### config.mk
export PLATFORM = sky130hd
export DESIGN_NAME = circular_queue_core
export DESIGN_NICKNAME = d
export VERILOG_FILES = /design/src/hw/rtl/cq_pkg.sv /design/src/hw/rtl/circular_queue_core.sv /design/src/hw/rtl/cq_ctrl.sv /design/src/hw/rtl/cq_datapath.sv
export SDC_FILE = /design/constraint.sdc
export NUM_CORES = 1
export LEC_CHECK = 0
export ABC_AREA = 0
export ABC_CLOCK_PERIOD_IN_PS = 19700
export BUFFER_PORTS_ARGS = -buffer_cell sky130_fd_sc_hd__buf_2
export CAP_MARGIN = 20
export CORE_ASPECT_RATIO = 0.75
export CORE_MARGIN = 2
export CORE_UTILIZATION = 40
export DETAILED_ROUTE_END_ITERATION = 8
export GPL_TIMING_DRIVEN = 1
export PLACE_DENSITY = 0.63
export SLEW_MARGIN = 15
export SYNTH_ARGS = -nofsm -noshare
export SYNTH_HDL_FRONTEND = slang
export SYNTH_HIERARCHICAL = 1
export SYNTH_SLANG_ARGS = --single-unit
### constraint.sdc
create_clock -name clk_i -period 19.7 [get_ports clk_i]
set_input_delay 0.985 -clock clk_i [delete_from_list [all_inputs] [get_ports clk_i]]
set_output_delay 0.985 -clock clk_i [all_outputs]
set_load 0.005 [all_outputs]
### src/hw/rtl/cq_pkg.sv
// Shared constants, codes and types of the circular queue core.
`default_nettype none

package cq_pkg;

  localparam int unsigned DEPTH_DEF   = 16;
  localparam int unsigned MAX_RESULTS = 16;

  localparam int unsigned DATA_W = 32;
  localparam int unsigned CMD_W  = 2;
  localparam int unsigned STAT_W = 3;
  localparam int unsigned CNT_W  = 5;
  localparam int unsigned CAP_W  = 5;

  localparam logic [CAP_W-1:0] CAP_RESET = CAP_W'(16);

  localparam logic [CMD_W-1:0] CMD_ENQ   = 2'd0;
  localparam logic [CMD_W-1:0] CMD_DEQ   = 2'd1;
  localparam logic [CMD_W-1:0] CMD_QUERY = 2'd2;
  localparam logic [CMD_W-1:0] CMD_SHOW  = 2'd3;

  localparam logic [STAT_W-1:0] ST_ENQ   = 3'd0;
  localparam logic [STAT_W-1:0] ST_FULL  = 3'd1;
  localparam logic [STAT_W-1:0] ST_DEQ   = 3'd2;
  localparam logic [STAT_W-1:0] ST_EMPTY = 3'd3;
  localparam logic [STAT_W-1:0] ST_QUERY = 3'd4;
  localparam logic [STAT_W-1:0] ST_SHOW  = 3'd5;

  typedef enum logic [2:0] {
    OP_IDLE,
    OP_ENQ,
    OP_FULL,
    OP_DEQ,
    OP_EMPTY,
    OP_QUERY,
    OP_SHOW_FIRST,
    OP_SHOW_NEXT
  } op_e;

  typedef struct packed {
    op_e  op;
    logic last;
  } ctrl_t;

  typedef struct packed {
    logic             empty;
    logic             full;
    logic [CNT_W-1:0] count;
  } stat_t;

endpackage

`default_nettype wire

### src/hw/rtl/circular_queue_core.sv
// Top level of the circular queue core: controller and datapath.
//
//  channel  | ports                                            | handshake
//  ---------+--------------------------------------------------+--------------------------
//  command  | command_i, value_i                               | start high, busy low
//  result   | status_o, data_o, count_o, is_full_o,            | result_valid_o strobe,
//           | is_empty_o, last_o                               | one cycle, no back-pressure
//  config   | cfg_wdata_i                                      | cfg_we_i high
//
// Enqueue, dequeue and query give their beat in the following cycle; while busy is low,
// a new command may be accepted every cycle. Display of n words reads the ring one slot
// per cycle through the registered memory read port, giving n beats, and holds busy high
// from the second read to the last. Reset empties the queue and sets the capacity to 16
// at once; the ring contents are not cleared. The receiver cannot stall the result beats.
`default_nettype none

module circular_queue_core #(
  parameter int unsigned DEPTH = cq_pkg::DEPTH_DEF
) (
  input  wire logic                             clk_i,
  input  wire logic                             rst_ni,
  input  wire logic                             start,
  output logic                                  busy,
  input  wire logic [cq_pkg::CMD_W-1:0]         command_i,
  input  wire logic signed [cq_pkg::DATA_W-1:0] value_i,
  input  wire logic                             cfg_we_i,
  input  wire logic [cq_pkg::CAP_W-1:0]         cfg_wdata_i,
  output logic                                  result_valid_o,
  output logic [cq_pkg::STAT_W-1:0]             status_o,
  output logic signed [cq_pkg::DATA_W-1:0]      data_o,
  output logic [cq_pkg::CNT_W-1:0]              count_o,
  output logic                                  is_full_o,
  output logic                                  is_empty_o,
  output logic                                  last_o
);

  import cq_pkg::*;

  ctrl_t ctrl;
  stat_t stat;

  cq_ctrl u_ctrl (
    .clk_i     (clk_i),
    .rst_ni    (rst_ni),
    .start     (start),
    .command_i (command_i),
    .stat_i    (stat),
    .busy      (busy),
    .ctrl_o    (ctrl)
  );

  cq_datapath #(
    .DEPTH (DEPTH)
  ) u_datapath (
    .clk_i          (clk_i),
    .rst_ni         (rst_ni),
    .ctrl_i         (ctrl),
    .value_i        (value_i),
    .cfg_we_i       (cfg_we_i),
    .cfg_wdata_i    (cfg_wdata_i),
    .stat_o         (stat),
    .result_valid_o (result_valid_o),
    .status_o       (status_o),
    .data_o         (data_o),
    .count_o        (count_o),
    .is_full_o      (is_full_o),
    .is_empty_o     (is_empty_o),
    .last_o         (last_o)
  );

endmodule

`default_nettype wire

### src/hw/rtl/cq_ctrl.sv
// Controller state machine: decodes commands and sequences the display stream.
`default_nettype none

module cq_ctrl (
  input  wire logic                clk_i,
  input  wire logic                rst_ni,
  input  wire logic                start,
  input  wire logic [cq_pkg::CMD_W-1:0] command_i,
  input  wire cq_pkg::stat_t       stat_i,
  output logic                     busy,
  output cq_pkg::ctrl_t            ctrl_o
);

  import cq_pkg::*;

  localparam logic [0:0] S_IDLE = 1'b0;
  localparam logic [0:0] S_SHOW = 1'b1;

  logic [0:0]       state_q, state_d;
  logic [CNT_W-1:0] remain_q, remain_d;

  always_comb begin
    state_d     = state_q;
    remain_d    = remain_q;
    ctrl_o.op   = OP_IDLE;
    ctrl_o.last = 1'b0;
    case (state_q)
      S_IDLE: begin
        if (start) begin
          ctrl_o.last = 1'b1;
          case (command_i)
            CMD_ENQ:   ctrl_o.op = stat_i.full ? OP_FULL : OP_ENQ;
            CMD_DEQ:   ctrl_o.op = stat_i.empty ? OP_EMPTY : OP_DEQ;
            CMD_QUERY: ctrl_o.op = OP_QUERY;
            CMD_SHOW: begin
              if (stat_i.empty) begin
                ctrl_o.op = OP_EMPTY;
              end else begin
                ctrl_o.op   = OP_SHOW_FIRST;
                ctrl_o.last = (stat_i.count == CNT_W'(1));
                remain_d    = stat_i.count - CNT_W'(1);
                if (stat_i.count != CNT_W'(1)) begin
                  state_d = S_SHOW;
                end
              end
            end
            default: ctrl_o.op = OP_IDLE;
          endcase
        end
      end
      S_SHOW: begin
        ctrl_o.op   = OP_SHOW_NEXT;
        ctrl_o.last = (remain_q == CNT_W'(1));
        remain_d    = remain_q - CNT_W'(1);
        if (remain_q == CNT_W'(1)) begin
          state_d = S_IDLE;
        end
      end
      default: state_d = S_IDLE;
    endcase
  end

  assign busy = (state_q == S_SHOW);

  always_ff @(posedge clk_i or negedge rst_ni) begin
    if (!rst_ni) begin
      state_q  <= S_IDLE;
      remain_q <= '0;
    end else begin
      state_q  <= state_d;
      remain_q <= remain_d;
    end
  end

  a_show_remain: assert property (@(posedge clk_i) disable iff (!rst_ni)
    (state_q == S_SHOW) |-> (remain_q != '0))
    else $error("display stream running with nothing left to send");

  a_show_exit: assert property (@(posedge clk_i) disable iff (!rst_ni)
    (state_q == S_SHOW && remain_q == CNT_W'(1)) |=> (state_q == S_IDLE))
    else $error("display stream did not end after its last beat");

  a_show_first: assert property (@(posedge clk_i) disable iff (!rst_ni)
    (ctrl_o.op == OP_SHOW_FIRST && !ctrl_o.last) |=> (state_q == S_SHOW))
    else $error("multi-word display did not enter the stream state");

endmodule

`default_nettype wire

### src/hw/rtl/cq_datapath.sv
// Datapath: ring storage, head and tail indices, fill count and result registers.
`default_nettype none

module cq_datapath #(
  parameter int unsigned DEPTH = cq_pkg::DEPTH_DEF
) (
  input  wire logic                         clk_i,
  input  wire logic                         rst_ni,
  input  wire cq_pkg::ctrl_t                ctrl_i,
  input  wire logic signed [cq_pkg::DATA_W-1:0] value_i,
  input  wire logic                         cfg_we_i,
  input  wire logic [cq_pkg::CAP_W-1:0]     cfg_wdata_i,
  output cq_pkg::stat_t                     stat_o,
  output logic                              result_valid_o,
  output logic [cq_pkg::STAT_W-1:0]         status_o,
  output logic signed [cq_pkg::DATA_W-1:0]  data_o,
  output logic [cq_pkg::CNT_W-1:0]          count_o,
  output logic                              is_full_o,
  output logic                              is_empty_o,
  output logic                              last_o
);

  import cq_pkg::*;

  localparam int unsigned IW  = (DEPTH > 1) ? $clog2(DEPTH) : 1;
  localparam int unsigned XW  = (IW + 1 > CNT_W) ? IW + 1 : CNT_W;
  localparam int unsigned LIM = (DEPTH < MAX_RESULTS) ? DEPTH : MAX_RESULTS;
  localparam logic [CNT_W-1:0] LIM_C = CNT_W'(LIM);

  logic signed [DATA_W-1:0] slots [DEPTH];
  logic signed [DATA_W-1:0] rdata_q;

  logic [CAP_W-1:0] cap_q;
  logic [CNT_W-1:0] eff_c;
  logic [IW-1:0]    head_q, head_d, tail_q, tail_d, show_q, show_d;
  logic [CNT_W-1:0] count_q, count_d;

  logic          we, re;
  logic [IW-1:0] waddr, raddr;

  logic              res_valid_q;
  logic [STAT_W-1:0] res_status_q, res_status_d;
  logic [CNT_W-1:0]  res_count_q;
  logic              res_full_q, res_empty_q, res_last_q;
  logic              data_sel_q, data_sel_d;

  function automatic logic [IW-1:0] wrap_inc(input logic [IW-1:0] x,
                                             input logic [CNT_W-1:0] c);
    logic [XW-1:0] nx;
    begin
      nx = XW'(x) + XW'(1);
      return (nx == XW'(c)) ? '0 : nx[IW-1:0];
    end
  endfunction

  always_comb begin
    if (cap_q == '0) begin
      eff_c = CNT_W'(1);
    end else if (cap_q > LIM_C) begin
      eff_c = LIM_C;
    end else begin
      eff_c = cap_q;
    end
  end

  assign stat_o.empty = (count_q == '0);
  assign stat_o.full  = (count_q >= eff_c);
  assign stat_o.count = count_q;

  always_comb begin
    head_d       = head_q;
    tail_d       = tail_q;
    show_d       = show_q;
    count_d      = count_q;
    we           = 1'b0;
    re           = 1'b0;
    waddr        = '0;
    raddr        = head_q;
    res_status_d = ST_QUERY;
    data_sel_d   = 1'b0;
    case (ctrl_i.op)
      OP_ENQ: begin
        we           = 1'b1;
        waddr        = (count_q == '0) ? '0 : wrap_inc(tail_q, eff_c);
        tail_d       = waddr;
        if (count_q == '0) begin
          head_d = '0;
        end
        count_d      = count_q + CNT_W'(1);
        res_status_d = ST_ENQ;
      end
      OP_FULL:  res_status_d = ST_FULL;
      OP_DEQ: begin
        re = 1'b1;
        if (head_q == tail_q) begin
          head_d = '0;
          tail_d = '0;
        end else begin
          head_d = wrap_inc(head_q, eff_c);
        end
        count_d      = count_q - CNT_W'(1);
        res_status_d = ST_DEQ;
        data_sel_d   = 1'b1;
      end
      OP_EMPTY: res_status_d = ST_EMPTY;
      OP_QUERY: res_status_d = ST_QUERY;
      OP_SHOW_FIRST: begin
        re           = 1'b1;
        show_d       = wrap_inc(head_q, eff_c);
        res_status_d = ST_SHOW;
        data_sel_d   = 1'b1;
      end
      OP_SHOW_NEXT: begin
        re           = 1'b1;
        raddr        = show_q;
        show_d       = wrap_inc(show_q, eff_c);
        res_status_d = ST_SHOW;
        data_sel_d   = 1'b1;
      end
      default: res_status_d = ST_QUERY;
    endcase
  end

  always_ff @(posedge clk_i) begin
    if (we) begin
      slots[waddr] <= value_i;
    end
    if (re) begin
      rdata_q <= slots[raddr];
    end
  end

  always_ff @(posedge clk_i or negedge rst_ni) begin
    if (!rst_ni) begin
      cap_q       <= CAP_RESET;
      head_q      <= '0;
      tail_q      <= '0;
      show_q      <= '0;
      count_q     <= '0;
      res_valid_q <= 1'b0;
    end else begin
      res_valid_q <= (ctrl_i.op != OP_IDLE);
      show_q      <= show_d;
      if (cfg_we_i) begin
        cap_q   <= cfg_wdata_i;
        head_q  <= '0;
        tail_q  <= '0;
        count_q <= '0;
      end else begin
        head_q  <= head_d;
        tail_q  <= tail_d;
        count_q <= count_d;
      end
    end
  end

  always_ff @(posedge clk_i) begin
    res_status_q <= res_status_d;
    res_count_q  <= count_d;
    res_full_q   <= (count_d == eff_c);
    res_empty_q  <= (count_d == '0);
    res_last_q   <= ctrl_i.last;
    data_sel_q   <= data_sel_d;
  end

  assign result_valid_o = res_valid_q;
  assign status_o       = res_status_q;
  assign data_o         = data_sel_q ? rdata_q : '0;
  assign count_o        = res_count_q;
  assign is_full_o      = res_full_q;
  assign is_empty_o     = res_empty_q;
  assign last_o         = res_last_q;

  a_count_bound: assert property (@(posedge clk_i) disable iff (!rst_ni)
    count_q <= eff_c)
    else $error("fill count exceeds the capacity in use");

  a_empty_indices: assert property (@(posedge clk_i) disable iff (!rst_ni)
    (count_q == '0) |-> (head_q == '0 && tail_q == '0))
    else $error("empty queue with indices away from slot zero");

  a_deq_result: assert property (@(posedge clk_i) disable iff (!rst_ni)
    (ctrl_i.op == OP_DEQ && !cfg_we_i) |=> (res_valid_q && res_status_q == ST_DEQ))
    else $error("dequeue gave no dequeued beat");

endmodule

`default_nettype wire

* Word-level counts from Yosys, hierarchy flattened
Memory sizes are Yosys's and may differ from the RTL's. A register that Yosys moved wholly into a read port is not among the register bits. Index checks and enable logic that the tools add are counted. Widths: inputs -> output; s select.
Storage, ports and cells: memories kept 1, bits of input ports 43, flip-flop bits (word level) 41, memory bits (writable) 512
Memories:
- u_datapath.slots | words 16, bits a word 32, rd ports 1, clocked after Yosys merged registers in 1, write ports 1, line cq_datapath.sv:30 | logic signed [DATA_W-1:0] slots [DEPTH];
Operators by class: reductions and logical operators 12, order comparisons 2, muxes and demuxes 42, equal/unequal tests 22, bitwise gates (word level) 1, add/subtract/negate cells 6
Operators by type and width (count):
- $mux 4 | 12
- $mux 32 | 1
- $pmux 4 s2 | 4
- $mux 5 | 6
- $eq 5x5->1 | 4
- $pmux 5 s2 | 2
- $add 4x1->5 const B | 3
- $logic_not 5->1 | 3
- $pmux 3 s5 | 1
- $pmux 3 s4 | 1
- $mux 1 | 11
- $eq 5x1->1 const B | 2
- $sub 5x1->5 const B | 2
- $eq 3x3->1 const B | 3
- $eq 3x2->1 const B | 2
- $ne 2x2->1 const B | 3
- $reduce_bool 3->1 | 2
- $add 5x1->5 const B | 1
- $ge 5x5->1 | 1
- $gt 5x5->1 const B | 1
- $ne 5x1->1 const B | 1
- $eq 2x2->1 const B | 2
- $eq 4x4->1 | 1
- $mux 2 | 2
- other kinds (13) | 14

* Logic depth before layout (Yosys ltp)
Gate-level depths: netlist of run 1.
word-level depth 12, depth in mapped cells 26, gate-level depth less buffers 24

* Modules after synthesis
Netlist of run 1, hierarchy kept.
Modules (own cells, without submodules):
- cq_datapath | times used 1, cells an instance 1566, area an instance 23692.7 um^2
- cq_ctrl | times used 1, cells an instance 59, area an instance 511.7 um^2

* Least setup slack after synthesis of run 1
Ideal clock, no wire load.
path kind register to register, start point register u_datapath.cap_q[4], end point memory u_datapath.slots[4][0] (enable), stages on the path, launching flop included 21, period minus slack after synthesis 6579 ps, slack 13121 ps, arrival time 6077 ps, path through dfstp_2 buf_2 clkinv_1 o21ai_2 inv_1 ha_1 nand2b_1 a21o_1 a21oi_1 nor2b_1 o21ai_0 nand2b_1 nand2b_1 nand2b_1 o21ai_0 a21o_1 buf_4 clkbuf_1 nand3_2 buf_6 nor4_1
RTL lines:
- start: declaration | line cq_datapath.sv:33 | logic [CAP_W-1:0] cap_q;
- start signal: assignment | line cq_datapath.sv:145 | cap_q <= cfg_wdata_i;
- end: declaration | line cq_datapath.sv:30

==> impl_metrics.json, run 1 <==
{
  "outcome": "completed",
  "cts.sink_count": 585,
  "netlist_instances": 1625,
  "tritoncts": "done",
  "max_slew_margin_pct": 28.9,
  "wl_per_cell_um": 22.1,
  "post_cts_resize_count": 0,
  "fp-row-count": 78,
  "grt_pass1_vias": 13506,
  "synth_area_um2": 24200,
  "synth.most_common_cell": "edfxtp_1",
  "seq_area_frac_synth_pct": 71.5,
  "track_usage_pct": 18.0,
  "skew_ns": 0.0172,
  "core_um2": 60100,
  "drc_errors": 0,
  "worst_hold_slack_ns": 0.438,
  "portBuffers": 87,
  "synth_simple_gate_area_share_pct": 9.69,
  "antenna_found_initial": 8,
  "clock_latency_ns": 0.61,
  "cts_hold_buf": 0,
  "layout.cells.non_filler": 2550,
  "wirelength_um": 56300,
  "grt_pass1_wl_um": 84500,
  "die_w_um": 288,
  "required_ns": 20.06,
  "via_per_inst": 5.43,
  "peakVddDrop_mv": 0.0715,
  "start_kind": "register",
  "die_h_um": 217,
  "clockRootBuffer": "clkbuf_16",
  "top_level_ports": 88,
  "fmaxAchievable_mhz": 167,
  "maxCapViolations": 0,
  "cts_setup_buffers": 0,
  "setup_viol": 0,
  "dp_cells": 2444,
  "postRouteAntennaNets": 0,
  "dpl.hpwl_um": 28000,
  "post-route-period-util_pct": 30.3,
  "grt_max_degree": 225,
  "finalPower_mw": 3.32,
  "power.leakage_nw": 9.72,
  "worstHoldPathType": "input pin to async pin",
  "final_layout_size_suffix_gt1_share_pct": 17.1,
  "first_pass_iters": 7,
  "synth_top_area_cell": "edfxtp_1",
  "critical_path_class": "register to register",
  "async_reset_ff_share_pct": 4.96,
  "rsz0062_at_grt": "no",
  "cts.htree.levels": 2,
  "synth_compound_area_share_pct": 7.77,
  "synth.area.top_cells": "edfxtp_1, nand2_1, mux2_2",
  "area_growth_pct": 12.4,
  "clk_path_buf_depth": 3,
  "synth_ff_type": "edfxtp_1",
  "cts_made_buffers": 56,
  "synth_top_family_by_area": "simple AND/OR/NAND/NOR gates",
  "dr_total_vias": 13848,
  "min_period_ns": 5.98,
  "synth.distinct_cells": 64,
  "synthXorXnorAreaFrac_pct": 1.19,
  "critPathMaxFanout": 71,
  "dieArea_um2": 62500,
  "synthMuxAreaShare_pct": 6.35,
  "ys_warn_count": 6,
  "hold_violations": 0,
  "synthAdderAreaFrac_pct": 0.858,
  "synth_top_area_share_pct": 67.5,
  "start_util_pct": 40.3,
  "grt_overflow": 0,
  "critPathCaptureType": "register",
  "cp.arrival_ns": 6.34,
  "syn_area_per_cell_um2": 14.9,
  "drv_slew": 0,
  "power.density_nw_per_um2": 122,
  "synth_common_cells": "edfxtp_1, nand2_1, and2_1",
  "worstMarginPinSlew_ns": 1.07,
  "tns_ns": 0,
  "synth_edf_count": 544,
  "gp_congestion": 0.808,
  "first_iter_violations": 1426,
  "path_clk_slew_ns": 0.07,
  "finalNetCount": 1761,
  "syn_nets": 1684,
  "synth-seq-cells": 585
}
worst max-delay path, cell delays in order, from the launching register on:
cell	delay, ns
dfstp_2	0.59
clkinv_1	0.22
o21ai_2	0.21
inv_1	0.08
ha_1	0.27
nand2b_1	0.13
a21o_1	0.17
a21oi_1	0.14
nor2b_1	0.06
o21ai_0	0.14
nand2b_1	0.07
nand2b_1	0.08
nand2b_1	0.05
o21ai_0	0.08
a21o_1	0.51
nand3_4	0.27
mux2i_4	0.21
buf_4	0.61
buf_4	0.80
mux2_2	0.41
nor2_1	0.12
o32ai_1	0.11
a221o_1	0.29
power by group:
part / total (mW) / internal, mW / switching, mW
combinational: 0.755 / 0.296 / 0.460
clock: 1.02 / 0.562 / 0.459
sequential: 1.54 / 1.48 / 0.0594
cell usage in the layout (no fill, tap or decap), types with 20 or more instances in the layout:
cell type  instances
mux2i_1           70
a31oi_1           67
and3_1            35
dfrtp_1           28
mux2_2            65
a211oi_1          63
clkbuf_16         56
nand2_1          218
and2_1            82
nor2_1            53
o32ai_1           32
inv_1             20
a221o_1           32
buf_2             87
buf_4             26
edfxtp_1         544
metal layers:
| layer | vias up | share of wire (%) | GRT usage (%) |
|---|---|---|---|
| met1 | 7000 | 45 | 25.4 |
| met4 | 4 | 2.3 | 5.28 |
| li1 | 6356 | - | - |
| met5 | - | 0.037 | 0 |
| met2 | 391 | 46 | 28.8 |
| met3 | 97 | 6.1 | 3.04 |
registers in the layout (all words and copies together), names as in the netlist:
name                       cells
u_ctrl/busy                    1
u_ctrl/remain_q                5
u_datapath/cap_q               5
u_datapath/count_o             5
u_datapath/count_q             5
u_datapath/data_sel_q          1
u_datapath/head_q              4
u_datapath/is_empty_o          1
u_datapath/is_full_o           1
u_datapath/last_o              1
u_datapath/rdata_q            32
u_datapath/result_valid_o      1
u_datapath/show_q              4
u_datapath/slots             512
u_datapath/status_o            3
u_datapath/tail_q              4
area by class of cell:
| cell class | count | area [um^2] |
|---|---|---|
| sequential | 585 | 17300 |
| clock buffer | 63 | 1430 |
| tap | 800 | 1000 |
| multi-input combinational | 922 | 6380 |
| clock inverter | 40 | 309 |
| antenna | 3 | 7.51 |
| inverter | 21 | 78.8 |
| timing repair buffer | 116 | 691 |
| fill | 5271 | 32900 |
final timing paths:
path / slack (ns) / cells past startpoint / startpoint / endpoint
hold / removal: 0.44 / 1 / rst_ni / u_datapath/cap_q[1]$_DFFE_PN0P_
min in group clk_i: 0.54 / 1 / u_ctrl/remain_q[0]$_DFFE_PN0P_ / u_ctrl/remain_q[0]$_DFFE_PN0P_
max in group asynchronous: 18.81 / 1 / rst_ni / u_datapath/count_q[1]$_DFF_PN0_
hold reg to reg: 0.54 / 1 / u_ctrl/remain_q[0]$_DFFE_PN0P_ / u_ctrl/remain_q[0]$_DFFE_PN0P_
setup / recovery: 13.72 / 22 / u_datapath/cap_q[4]$_DFFE_PN1P_ / u_datapath/rdata_q[16]$_DFFE_PP_
setup reg to reg: 13.72 / 22 / u_datapath/cap_q[4]$_DFFE_PN1P_ / u_datapath/rdata_q[16]$_DFFE_PP_
cell families (layout without fill, tap and decap cells):
family / Yosys count / after routing
DFF: 585 / 585
and+or+nand+nor: 480 / 480
AOI/OAI and AO/OA: 252 / 252
muxes: 142 / 142
buffers and inverters: 118 / 240
xor gates and xnor gates: 32 / 32
adders and majority gates: 16 / 16
other: 0 / 3
through the flow:
stage                     util [%]  worst slack (ns)  area [um^2]
after global routing          45.2             13.19        27200
after floorplan                  -             13.12        24200
after global placement        42.3             13.87        25400
after detailed placement      42.3             13.75        25500
final                         45.2             13.72        27200
after CTS                     45.2             13.72        27200
Power figures use the tool's default switching activity.
==> run 2, diff against run 1 <==
Settings changed: ABC_AREA 0 to 1, ABC_CLOCK_PERIOD_IN_PS 19700 to 5130, PLACE_DENSITY 0.63 to 0.65.
Clock period 19.7 ns to 5.13 ns, I/O delays scaled along.
==> run 2 against run 1 <==
Against the previous run: fmax up 27%; final area up 4.3%; die area up 2.0%; cell count up 17%; via count up 19%; non-clock buffer count up 47; worst hold slack worse by 0.41 ns; count of clock-buffer cells in the layout up 5.
==> impl_metrics.json, run 2 <==
{
  "wl_per_cell_um": 20.5,
  "via_per_inst": 5.50,
  "clk_path_buf_depth": 3,
  "seq_area_um2": 17300,
  "reg2regPathDepth": 22,
  "worstMarginPinSlew_ns": 1.09,
  "clock_latency_ns": 0.63,
  "fillers": 5348,
  "wirelength_um": 61400,
  "min_period_ns": 4.72,
  "synth_top_area_cell": "edfxtp_1",
  "dpl.hpwl_um": 32600,
  "outcome": "completed",
  "async_reset_ff_share_pct": 4.96,
  "critPathCaptureType": "register",
  "rsz0062_at_grt": "no",
  "drc_errors": 0,
  "preCtsSetupSlack_ns": 0.418,
  "grtUsageMet2_pct": 30.2,
  "multi_input_area_um2": 5980,
  "critPathMaxFanout": 76,
  "netlist_instances": 2045,
  "start_kind": "register",
  "die_h_um": 219,
  "grt.busiest_layer": "met2",
  "die_w_um": 291,
  "top_regs": "u_datapath/slots x512, u_datapath/rdata_q x32",
  "dieArea_um2": 63800,
  "cts.htree.levels": 2,
  "largest_reg_flops": 512,
  "power.density_nw_per_um2": 442,
  "use_met1_pct": 27.9,
  "hold_start": "value_i[10]",
  "postRouteAntennaNets": 0,
  "power.leakage_nw": 10.7,
  "area_growth_pct": 14.8,
  "grt_overflow": 0,
  "synth.area.top_cells": "edfxtp_1, o211ai_1, nand2_1",
  "synth.distinct_cells": 39,
  "met3_usage_pct": 2.54,
  "first_pass_iters": 8,
  "synth_edf_count": 544,
  "cts.sink_count": 585,
  "largest-register": "u_datapath/slots",
  "post-route-period-util_pct": 92.0,
  "finalPower_mw": 12.5,
  "gp_congestion": 0.834,
  "final_util_pct": 46.6,
  "whs_endpoint": "u_datapath/slots[0][10]$_DFFE_PP_",
  "seq_area_frac_synth_pct": 70.0,
  "max_slew_margin_pct": 27.3,
  "final_cell_mix": "edfxtp_1, nand2_1, inv_1, o211ai_1, nand3_1",
  "tritoncts": "done",
  "finalNetCount": 2205,
  "required_ns": 5.50,
  "ys_warn_count": 6,
  "clockRootBuffer": "clkbuf_16",
  "cts_made_buffers": 54,
  "track_usage_pct": 19.1,
  "fmaxAchievable_mhz": 212,
  "final_layout_size_suffix_gt1_share_pct": 11.2,
  "synth-seq-cells": 585,
  "top_level_ports": 88,
  "syn_nets": 2104,
  "maxCapViolations": 0,
  "synth_area_um2": 24700,
  "grt_pass1_wl_um": 93900,
  "final_common_cell": "edfxtp_1",
  "path_clk_slew_ns": 0.06,
  "peakVddDrop_mv": 0.275,
  "first_iter_violations": 1822,
  "dr_total_vias": 16462,
  "drv_slew": 0,
  "skew_ns": 0.0257,
  "portBuffers": 87,
  "start_util_pct": 40.6,
  "synth_top_area_share_pct": 66.1,
  "fp-row-count": 78,
  "layout_setup_ws_ns": 0.411,
  "worst_hold_slack_ns": 0.0236,
  "grt_max_degree": 89,
  "rr_startpoint": "u_datapath/cap_q[4]$_DFFE_PN1P_",
  "syn_area_per_cell_um2": 12.1,
  "hold_violations": 0,
  "synth_common_cells": "edfxtp_1, nand2_1, inv_1",
  "synth_ff_type": "edfxtp_1",
  "cp.arrival_ns": 5.09,
  "setup_viol": 0,
  "tns_ns": 0,
  "worstReg2RegEnd": "u_datapath/rdata_q[1]$_DFFE_PP_",
  "worstHoldPathType": "input pin to register",
  "core_um2": 60800,
  "hold_depth": 1,
  "grt_pass1_vias": 15939,
  "r2r_slack_ns": 0.41,
  "critical_path_class": "register to register",
  "synth.most_common_cell": "edfxtp_1",
  "antenna_found_initial": 1
}
-- run 2: changes by cell type after synthesis, moves of 35 or more --
cell / previous run / this run
a211oi_1: 63 / 0
a21oi_1: 12 / 142
a31oi_1: 67 / 1
and2_1: 82 / 1
and3_1: 35 / 0
inv_1: 20 / 252
mux2_2: 65 / 0
mux2i_1: 70 / 0
nand2_1: 220 / 291
nand3_1: 8 / 152
o211ai_1: 2 / 218
o21ai_0: 19 / 121
-- run 2: final cells by class --
cell class | instances | share of cell area (%)
clock inverter | 34 | 1.42
clock buffer | 68 | 4.95
timing repair buffer | 163 | 4.53
tap | 800 | 3.53
sequential | 585 | 61.0
inverter | 259 | 3.48
antenna | 1 | 0.00882
multi-input combinational | 1083 | 21.1
-- run 2: routing by layer --
layer	vias up	part of all wire (%)	wire (um)
met5	-	0	0
met4	0	2.1	1270
met3	97	6.5	3970
met2	597	45	27800
met1	8196	46	28300
li1	7572	-	-
-- run 2: kinds of logic after synthesis --
logic type	Yosys count	synth area share [%]
DFF	585	70.0
AOI/OAI and AO/OA	525	12.9
and+or+nand+nor	524	9.10
buffers and inverters	378	6.51
xor gates and xnor gates	17	0.603
adders and majority gates	16	0.841
-- run 2: worst max-delay path, stage by stage, from the launching register on --
cell,delay [ns]
dfstp_2,0.56
inv_1,0.18
nand3_1,0.17
nand2_1,0.20
ha_1,0.35
inv_1,0.04
nand2_1,0.05
a21oi_1,0.06
o21bai_1,0.12
a21oi_1,0.07
o21bai_1,0.14
nand2_1,0.08
o211ai_1,0.38
nand2_2,0.24
inv_2,0.16
nand2_2,0.17
nand2_4,0.33
nand2_8,0.24
buf_12,0.29
o211ai_1,0.23
o211ai_1,0.13
nand3_1,0.16
nand2_1,0.09
-- run 2: per-stage QoR --
stage,area [um^2],instances
floorplan,24700,2045
global placement,26200,2857
detailed placement,26200,2857
CTS,28300,2990
global route,28400,2993
finish,28400,2993
-- run 2: repair_timing --
item,in CTS,in global routing
setup buffers,0,1
endpoints found under the hold margin,319,0
hold buffers,31,0
gates resized for setup,0,0
endpoints found under the setup margin,0,18
-- run 2: worst max-delay path by stage --
stage	start	to	slack, ns	depth (start not counted)
3_5_place_dp	u_datapath/cap_q[4]$_DFFE_PN1P_	u_datapath/rdata_q[1]$_DFFE_PP_	0.42	22
4_1_cts	u_datapath/cap_q[4]$_DFFE_PN1P_	u_datapath/rdata_q[1]$_DFFE_PP_	0.41	22
6_report	u_datapath/cap_q[4]$_DFFE_PN1P_	u_datapath/rdata_q[1]$_DFFE_PP_	0.41	22
2_1_floorplan	u_datapath/cap_q[4]$_DFFE_PN1P_	u_datapath/slots[0][0]$_DFFE_PP_	0.56	19
5_1_grt	u_datapath/cap_q[4]$_DFFE_PN1P_	u_datapath/rdata_q[1]$_DFFE_PP_	0.0007	22
3_3_place_gp	u_datapath/cap_q[4]$_DFFE_PN1P_	u_datapath/slots[13][24]$_DFFE_PP_	0.57	18
-- run 2: where the power goes --
part | total, mW | switching, mW | internal [mW] | leakage (nW)
clock network | 4.10 | 1.75 | 2.35 | 0.872
logic | 2.59 | 1.75 | 0.841 | 4.41
registers | 5.83 | 0.217 | 5.62 | 5.37
total | 12.5 | 3.71 | 8.81 | 10.7
